File: src/rtl/bra_pkg.sv
// Shared types and constants for the bitmap run allocator.
`default_nettype none
package bra_pkg;

    localparam int UNITS_PER_BYTE = 8;
    localparam int WORD_BITS      = 32;
    localparam int WORD_SHIFT     = 5;
    localparam int INDEX_W        = 10;
    localparam int RUN_W          = 11;
    localparam logic [7:0] BYTES_RESET = 8'd128;

    typedef enum logic [1:0] {
        CMD_CLEAR = 2'd0,
        CMD_TEST  = 2'd1,
        CMD_WRITE = 2'd2,
        CMD_SCAN  = 2'd3
    } cmd_t;

    typedef enum logic [1:0] {
        ST_IDLE,
        ST_CLEAR,
        ST_ACCESS,
        ST_SCAN
    } bra_state_t;

    typedef struct packed {
        logic [1:0]         command;
        logic [INDEX_W-1:0] bit_index;
        logic               bit_value;
        logic [RUN_W-1:0]   run_length;
    } request_t;

    typedef struct packed {
        logic               found;
        logic [INDEX_W-1:0] start_index;
        logic               bit_state;
    } result_t;

endpackage
`default_nettype wire

File: src/rtl/bra_ram.sv
// Generic simple dual-port RAM with one write port and a registered read port.
`default_nettype none
module bra_ram #(
    parameter int WIDTH = 32,
    parameter int DEPTH = 32
) (
    input  wire logic                                   clk,
    input  wire logic                                   we,
    input  wire logic [(DEPTH > 1 ? $clog2(DEPTH) : 1)-1:0] waddr,
    input  wire logic [WIDTH-1:0]                       wdata,
    input  wire logic [(DEPTH > 1 ? $clog2(DEPTH) : 1)-1:0] raddr,
    output logic      [WIDTH-1:0]                       rdata
);

    logic [WIDTH-1:0] mem [DEPTH];

    always_ff @(posedge clk)
    begin
        if (we)
        begin
            mem[waddr] <= wdata;
        end
        rdata <= mem[raddr];
    end

endmodule
`default_nettype wire

File: src/rtl/bitmap_run_allocator.sv
// Top level of the bitmap run allocator: command sequencer around one map RAM.
//
// Usage: present a request and pulse start while busy is low; the request is
// taken at that edge. Each request gives one result on result, marked by done
// for exactly one cycle; the receiver cannot hold it off, so sample it then.
// The map is packed into 32-bit RAM words, unit u at word u/32, bit u%32.
// Steps, from the accepting edge to the edge that ends the done cycle:
//   test / write in range : read word, then report or write back
//   test / write out of range, scan with run length 0 or too long : reported from idle
//   clear : every map word zeroed in turn (one word zeroed per cycle), then done
//   scan  : one 32-bit word is examined per cycle, set by the single RAM read
//           port, until a run is found or the last managed word is examined
// A new request may be accepted in the same cycle that done is high.
// cfg_we / cfg_wdata set bytes_in_use (reset 128); write it only while idle.
// After reset the block clears the map, one word per cycle, holding busy high
// until every word is zeroed, before the first request is taken.
`default_nettype none
module bitmap_run_allocator #(
    parameter int MAP_BYTES = 128
) (
    input  wire logic              clk,
    input  wire logic              rst_n,
    input  wire logic              start,
    output logic                   busy,
    input  wire bra_pkg::request_t request,
    output logic                   done,
    output bra_pkg::result_t       result,
    input  wire logic              cfg_we,
    input  wire logic [7:0]        cfg_wdata
);

    localparam int WORDS = (MAP_BYTES + 3) / 4;
    localparam int AW    = (WORDS > 1) ? $clog2(WORDS) : 1;
    localparam int EXT_W = (((AW + 5) > 11) ? (AW + 5) : 11) + 1;
    localparam int WB    = bra_pkg::WORD_BITS;

    bra_pkg::bra_state_t state_reg, state_next;
    logic [AW-1:0]       clr_addr_reg, clr_addr_next;
    logic                clr_report_reg, clr_report_next;
    logic [AW-1:0]       proc_addr_reg, proc_addr_next;
    logic [10:0]         carry_reg, carry_next;
    logic [7:0]          bytes_reg, bytes_next;
    logic                done_reg, done_next;
    bra_pkg::request_t   req_reg, req_next;
    bra_pkg::result_t    result_reg, result_next;

    logic                ram_we;
    logic [AW-1:0]       ram_waddr;
    logic [WB-1:0]       ram_wdata;
    logic [AW-1:0]       ram_raddr;
    logic [WB-1:0]       ram_rdata;

    logic [EXT_W-1:0]    eff_bytes;
    logic [EXT_W-1:0]    total_units;
    logic [EXT_W-1:0]    total_m1;
    logic [AW-1:0]       last_word;
    logic [EXT_W-1:0]    in_idx_ext;
    logic [EXT_W-1:0]    req_idx_ext;
    logic [EXT_W-1:0]    base_unit;
    logic                is_last;
    logic [WB-1:0]       scan_word;
    logic [5:0]          lo_pos [WB];
    logic [11:0]         run_len [WB];
    logic [WB-1:0]       hit;
    logic                any_hit;
    logic [4:0]          hit_pos;
    logic [EXT_W-1:0]    hit_start;
    logic [11:0]         tail_len;

    // position plus one of the highest set bit in w[upto:0], zero if none
    function automatic logic [5:0] last_one(input logic [31:0] w, input int upto);
        logic [5:0] res;
        res = 6'd0;
        for (int j = 0; j < 32; j++)
        begin
            if (j <= upto && w[j])
            begin
                res = 6'(j + 1);
            end
        end
        return res;
    endfunction

    bra_ram #(
        .WIDTH(WB),
        .DEPTH(WORDS)
    ) u_map (
        .clk  (clk),
        .we   (ram_we),
        .waddr(ram_waddr),
        .wdata(ram_wdata),
        .raddr(ram_raddr),
        .rdata(ram_rdata)
    );

    // Managed extent of the map
    always_comb
    begin
        if (EXT_W'(bytes_reg) > EXT_W'(MAP_BYTES))
        begin
            eff_bytes = EXT_W'(MAP_BYTES);
        end
        else
        begin
            eff_bytes = EXT_W'(bytes_reg);
        end
        total_units = eff_bytes << 3;
        total_m1    = total_units - EXT_W'(1);
        last_word   = total_m1[AW+4:5];
        in_idx_ext  = EXT_W'(request.bit_index);
        req_idx_ext = EXT_W'(req_reg.bit_index);
        base_unit   = EXT_W'({proc_addr_reg, 5'd0});
        is_last     = (proc_addr_reg == last_word);
    end

    // Word examination for a scan: free-run length ending at every bit
    always_comb
    begin
        scan_word = ram_rdata;
        for (int i = 0; i < WB; i++)
        begin
            // units past the managed end act as used
            if (is_last && total_units[4:0] != 5'd0 && 5'(i) >= total_units[4:0])
            begin
                scan_word[i] = 1'b1;
            end
        end
        for (int i = 0; i < WB; i++)
        begin
            lo_pos[i] = last_one(scan_word, i);
            if (lo_pos[i] == 6'd0)
            begin
                run_len[i] = 12'(carry_reg) + 12'(i + 1);
            end
            else
            begin
                run_len[i] = 12'(6'(i + 1) - lo_pos[i]);
            end
            hit[i] = (run_len[i] >= {1'b0, req_reg.run_length});
        end
        any_hit = |hit;
        hit_pos = 5'd0;
        for (int i = WB - 1; i >= 0; i--)
        begin
            if (hit[i])
            begin
                hit_pos = 5'(i);
            end
        end
        hit_start = base_unit + EXT_W'(hit_pos) + EXT_W'(1) - EXT_W'(req_reg.run_length);
        tail_len  = run_len[WB-1];
    end

    // Sequencer: next state, RAM access and result
    always_comb
    begin
        state_next      = state_reg;
        clr_addr_next   = clr_addr_reg;
        clr_report_next = clr_report_reg;
        proc_addr_next  = proc_addr_reg;
        carry_next      = carry_reg;
        bytes_next      = bytes_reg;
        done_next       = 1'b0;
        req_next        = req_reg;
        result_next     = result_reg;
        ram_we          = 1'b0;
        ram_waddr       = clr_addr_reg;
        ram_wdata       = '0;
        ram_raddr       = in_idx_ext[AW+4:5];

        if (cfg_we)
        begin
            bytes_next = cfg_wdata;
        end

        case (state_reg)
            bra_pkg::ST_IDLE:
            begin
                if (start)
                begin
                    req_next    = request;
                    result_next = '0;
                    case (request.command)
                        bra_pkg::CMD_CLEAR:
                        begin
                            clr_addr_next   = '0;
                            clr_report_next = 1'b1;
                            state_next      = bra_pkg::ST_CLEAR;
                        end
                        bra_pkg::CMD_TEST, bra_pkg::CMD_WRITE:
                        begin
                            if (in_idx_ext < total_units)
                            begin
                                state_next = bra_pkg::ST_ACCESS;
                            end
                            else
                            begin
                                done_next = 1'b1;
                            end
                        end
                        default:
                        begin
                            ram_raddr = '0;
                            if (request.run_length == '0 ||
                                EXT_W'(request.run_length) > total_units)
                            begin
                                done_next = 1'b1;
                            end
                            else
                            begin
                                proc_addr_next = '0;
                                carry_next     = '0;
                                state_next     = bra_pkg::ST_SCAN;
                            end
                        end
                    endcase
                end
            end

            bra_pkg::ST_CLEAR:
            begin
                ram_we    = 1'b1;
                ram_waddr = clr_addr_reg;
                ram_wdata = '0;
                if (clr_addr_reg == AW'(WORDS - 1))
                begin
                    done_next       = clr_report_reg;
                    clr_report_next = 1'b0;
                    state_next      = bra_pkg::ST_IDLE;
                end
                else
                begin
                    clr_addr_next = clr_addr_reg + AW'(1);
                end
            end

            bra_pkg::ST_ACCESS:
            begin
                // read data for the addressed word is now valid
                done_next  = 1'b1;
                state_next = bra_pkg::ST_IDLE;
                ram_raddr  = req_idx_ext[AW+4:5];
                if (req_reg.command == bra_pkg::CMD_TEST)
                begin
                    result_next.bit_state = ram_rdata[req_reg.bit_index[4:0]];
                end
                else
                begin
                    ram_we    = 1'b1;
                    ram_waddr = req_idx_ext[AW+4:5];
                    ram_wdata = ram_rdata;
                    ram_wdata[req_reg.bit_index[4:0]] = req_reg.bit_value;
                end
            end

            bra_pkg::ST_SCAN:
            begin
                // keep one word in flight: read the next while examining this one
                ram_raddr = is_last ? proc_addr_reg : proc_addr_reg + AW'(1);
                if (any_hit)
                begin
                    result_next.found       = 1'b1;
                    result_next.start_index = hit_start[bra_pkg::INDEX_W-1:0];
                    done_next               = 1'b1;
                    state_next              = bra_pkg::ST_IDLE;
                end
                else if (is_last)
                begin
                    done_next  = 1'b1;
                    state_next = bra_pkg::ST_IDLE;
                end
                else
                begin
                    proc_addr_next = proc_addr_reg + AW'(1);
                    carry_next     = tail_len[11] ? 11'h7ff : tail_len[10:0];
                end
            end

            default:
            begin
                state_next = bra_pkg::ST_IDLE;
            end
        endcase
    end

    always_ff @(posedge clk or negedge rst_n)
    begin
        if (!rst_n)
        begin
            state_reg      <= bra_pkg::ST_CLEAR;
            clr_addr_reg   <= '0;
            clr_report_reg <= 1'b0;
            proc_addr_reg  <= '0;
            carry_reg      <= '0;
            bytes_reg      <= bra_pkg::BYTES_RESET;
            done_reg       <= 1'b0;
        end
        else
        begin
            state_reg      <= state_next;
            clr_addr_reg   <= clr_addr_next;
            clr_report_reg <= clr_report_next;
            proc_addr_reg  <= proc_addr_next;
            carry_reg      <= carry_next;
            bytes_reg      <= bytes_next;
            done_reg       <= done_next;
        end
    end

    always_ff @(posedge clk)
    begin
        req_reg    <= req_next;
        result_reg <= result_next;
    end

    assign busy   = (state_reg != bra_pkg::ST_IDLE);
    assign done   = done_reg;
    assign result = result_reg;

    // An accepted transaction always leaves the block busy or reporting
    a_accept_progress: assert property (@(posedge clk) disable iff (!rst_n)
        (start && !busy) |=> (busy || done))
        else $error("accepted transaction made no progress");

    // The map is only written by a clear sweep or a write-back
    a_no_idle_write: assert property (@(posedge clk) disable iff (!rst_n)
        (state_reg == bra_pkg::ST_IDLE || state_reg == bra_pkg::ST_SCAN) |-> !ram_we)
        else $error("map written outside clear or write-back");

    // A scan never walks past the last managed word
    a_scan_bound: assert property (@(posedge clk) disable iff (!rst_n)
        (state_reg == bra_pkg::ST_SCAN) |-> (proc_addr_reg <= last_word))
        else $error("scan beyond managed words");

    // A found run lies wholly inside the managed units
    a_run_inside: assert property (@(posedge clk) disable iff (!rst_n)
        (state_reg == bra_pkg::ST_SCAN && any_hit) |->
            (hit_start + EXT_W'(req_reg.run_length) <= total_units))
        else $error("found run leaves the managed map");

endmodule
`default_nettype wire

File: config.mk
export PLATFORM = sky130hd
export DESIGN_NAME = bitmap_run_allocator
export DESIGN_NICKNAME = d
export VERILOG_FILES = /design/src/rtl/bra_pkg.sv /design/src/rtl/bra_ram.sv /design/src/rtl/bitmap_run_allocator.sv
export SDC_FILE = /design/constraint.sdc
export NUM_CORES = 2
export LEC_CHECK = 0
export BUFFER_PORTS_ARGS = -buffer_cell sky130_fd_sc_hd__buf_4
export CAP_MARGIN = 20
export CELL_PAD_IN_SITES_DETAIL_PLACEMENT = 0
export CELL_PAD_IN_SITES_GLOBAL_PLACEMENT = 2
export CORE_MARGIN = 1.5
export CORE_UTILIZATION = 27
export DETAILED_ROUTE_END_ITERATION = 16
export PLACE_DENSITY = 0.62
export SLEW_MARGIN = 20
export SYNTH_ARGS = -nofsm -noshare
export SYNTH_HDL_FRONTEND = slang
export SYNTH_HIERARCHICAL = 1
export SYNTH_SLANG_ARGS = --single-unit
export TNS_END_PERCENT = 5
File: constraint.sdc
create_clock -name clk -period 9.69 [get_ports clk]
set_input_delay 0.969 -clock clk [delete_from_list [all_inputs] [get_ports clk]]
set_output_delay 0.969 -clock clk [all_outputs]
set_load 0.02 [all_outputs]
==> flow_summary.yaml <==
outcome:
  status: "finished, final reports clean"
placed_design:
  numPortBuffers: 49
  gp_congestion: 0.961
  place_hpwl_um: 151000
  placed_cells_incl_taps: 8284
yosys:
  synth_largest_type_area_fraction_pct: 51.0
  synth-async-reset-ratio_pct: 2.93
  synth_top_cell_by_area: "sky130_fd_sc_hd__edfxtp_1"
  synth.yosys.seq_area_share_pct: 53.3
  synth_area_per_cell_um2: 11.9
  syn_area_um2: 62500
  count_of_state_elements_after_synthesis: 1125
  synthFlopType: "sky130_fd_sc_hd__edfxtp_1"
  postSynthNetCount: 5750
  synth-warning-count: 6
  synth.most_common_cell: "sky130_fd_sc_hd__edfxtp_1"
  netlist-cell-type-count: 110
  top_cells_by_area_synth: "sky130_fd_sc_hd__edfxtp_1 51%, sky130_fd_sc_hd__ha_1 9.1%, sky130_fd_sc_hd__mux2i_1 8.7%"
  ys_top_cells_by_count: "1060 x sky130_fd_sc_hd__edfxtp_1, 544 x sky130_fd_sc_hd__mux2i_1, 452 x sky130_fd_sc_hd__ha_1"
  synthesis.instances: 5261
  count_of_flip_flops_with_a_built_in_enable_after_synthesis: 1060
detailed_routing:
  detail_route.wl_per_cell_um: 27.8
  drt_pass1_iterations: 5
  route.detailed.vias_per_inst: 5.21
  detail_route.drc_violations: 0
  drt_iter0_drc: 3792
  routed_wirelength_um: 236000
  number_of_nets_with_antenna_violations_after_routing: 0
  dr_total_vias: 44324
critical_path:
  critPathSlowestCell: "sky130_fd_sc_hd__or4_4"
  crit_path_max_fanout: 11
  worstSetupPathType: "flop to flop"
  critPathRequiredTime_ps: 10200
  worstSetupEndpointType: "flop"
  crit_path_max_incr_delay_ps: 620
  crit_path_start: "bytes_reg[1]$_DFFE_PN0P_"
  cp.arrival_ps: 9670
  crit_path_start_kind: "flop"
  timing.rr.start: "bytes_reg[1]$_DFFE_PN0P_"
layout:
  largest_register_ff_count: 1024
  final_net_count: 5871
  finish.utilization_pct: 31.1
  layout.filler_cells: 23321
  area_growth_syn_to_layout_pct: 14.6
  stdcell_count: 8513
  post_route_cells_drive_above_1_share_pct: 11.7
die:
  floorplan.initialDensity_pct: 27.2
  floorplan.core_area_um2: 230000
  design.portCount: 50
  design.die.area_um2: 234000
  fp.dieH_um: 484
  floorplan.rows: 176
  die_width_um: 484
global_routing:
  grt_antenna_before_repair: 10
  grt_remaining_overflow: 0
  pin_count_of_the_biggest_net_entering_global_routing: 106
  grt_util_overall_pct: 19.6
  grt_pass1_wl_um: 332000
  first_global_vias: 43078
job:
  max_cap_viol_count: 0
timing:
  worst_slew_margin_rel_pct: 20.0
  finClkSkew_ps: 52.7
  hold_viol: 0
  finalSetupViolations: 0
  totalNegativeSetupSlack_ps: 0
  fin_crit_ps: 9160
  whs_ps: 182
  layout_worst_path_cycle_share_pct: 94.5
  highest_attainable_clock_frequency_mhz: 109
  max_slew.worst_pin.slew_ps: 1200
  finalMaxSlewViolations: 0
clocking:
  htree_num_levels: 3
  tritoncts_num_sinks: 1125
  root_buffer: "sky130_fd_sc_hd__clkbuf_16"
  clock_insertion_delay_worst_skew_ps: 760
  cts_hold_repair.buffers: 0
  cts_buffers: 120
  cts_tree: "yes"
  cts.reportedPaths.clkPinSlew_ps: 60
  clk_path_buf_depth: 3
hold_path:
  min_delay_worst_type: "input port to async pin"
power:
  power.ir.vdd_worst_mv: 0.313
  p_leak_nw: 26.0
  power_per_cell_area_nw_per_um2: 301
-- critical path, delay by kind of cell, from the launching register on --
kind	cells	cell delay (ps)
buf+inv	4	400
xor+xnor	2	280
simple gates	10	3100
flops	1	500
mux	1	250
fa+ha+maj	5	1340
compound gates	15	3060
-- placed cells by master (no fill, tap or decap), drive strengths merged, types with 16 or more instances in the layout --
cell / netlist / final
ha: 452 / 452
or2: 16 / 16
a31oi: 65 / 65
dfxtp: 32 / 32
a21oi: 367 / 367
or3: 30 / 30
o21a: 30 / 30
nand2b: 67 / 67
nor2: 371 / 371
o211ai: 28 / 28
nand2: 368 / 368
a211oi: 41 / 41
nand4: 21 / 21
nor3: 102 / 102
clkbuf: 177 / 173
xor2: 93 / 93
o21ai: 229 / 229
nor2b: 52 / 52
a22o: 65 / 65
dfrtp: 31 / 31
mux2: 20 / 20
o31ai: 18 / 18
a21o: 96 / 96
and2: 34 / 34
xnor2: 127 / 127
mux2i: 544 / 544
nor4: 32 / 32
clkinv: 2 / 42
nand3: 169 / 169
edfxtp: 1060 / 1060
inv: 98 / 101
buf: 114 / 290
a22oi: 104 / 104
-- path summary, 6_finish.rpt --
| check | endpoint | slack, ps | cells past startpoint |
|---|---|---|---|
| worst min-delay path | done$_DFF_PN0_ | 180 | 1 |
| worst max-delay path | result[10]$_SDFFCE_PN0P_ | 530 | 37 |
| worst max register to register | result[10]$_SDFFCE_PN0P_ | 530 | 37 |
| worst min register to register | clr_report_reg$_DFFE_PN0P_ | 530 | 2 |
| max in group asynchronous | carry_reg[5]$_DFFE_PN0P_ | 9080 | 1 |
| min in group clk | req_reg[2]$_DFFE_PP_ | 410 | 1 |
-- per-layer routing --
metal  global-route usage [%]  routed length (µm)
met1                     26.6              105000
met2                     33.1              114000
met3                     1.62               10700
met4                     5.90                7140
met5                        0                  11
-- power by group --
group	switching (mW)	internal, mW	total, mW	leakage [nW]
sequential	0.314	5.96	6.28	10.5
clock	1.90	2.51	4.40	1.82
combinational	6.94	3.95	10.9	13.7
-- logic make-up after synthesis --
| family | synth area share, % |
|---|---|
| compound gates | 12.3 |
| xor+xnor | 3.09 |
| fa+ha+maj | 9.09 |
| buf+inv | 2.86 |
| flops | 53.3 |
| mux | 9.37 |
| simple gates | 10.0 |
-- layout make-up --
| type | instances | area [µm²] | share of cell area [%] |
|---|---|---|---|
| repair buffers | 290 | 2350 | 3.29 |
| diodes | 4 | 10.0 | 0.0140 |
| clock inverters | 50 | 473 | 0.661 |
| multi-input cells | 3745 | 28000 | 39.1 |
| well taps | 3026 | 3790 | 5.29 |
| flip-flops and latches | 1125 | 33300 | 46.5 |
| clock buffers | 173 | 3280 | 4.58 |
| inverters | 100 | 375 | 0.524 |
-- timing repair --
action,CTS,global route
endpoints found under the setup margin,0,3
setup buffers,0,2
gates resized for setup,0,20
-- stage by stage --
stage	power, mW	cell area [µm²]	setup slack (ps)
6_report	21.6	71600	530
5_1_grt	22.8	71600	-20.4
4_1_cts	21.6	71400	89.0
3_5_place_dp	17.1	67700	149
3_3_place_gp	17.1	67600	124
2_1_floorplan	13.3	62500	942
Note: power is estimated with default switching activity, not from simulation.
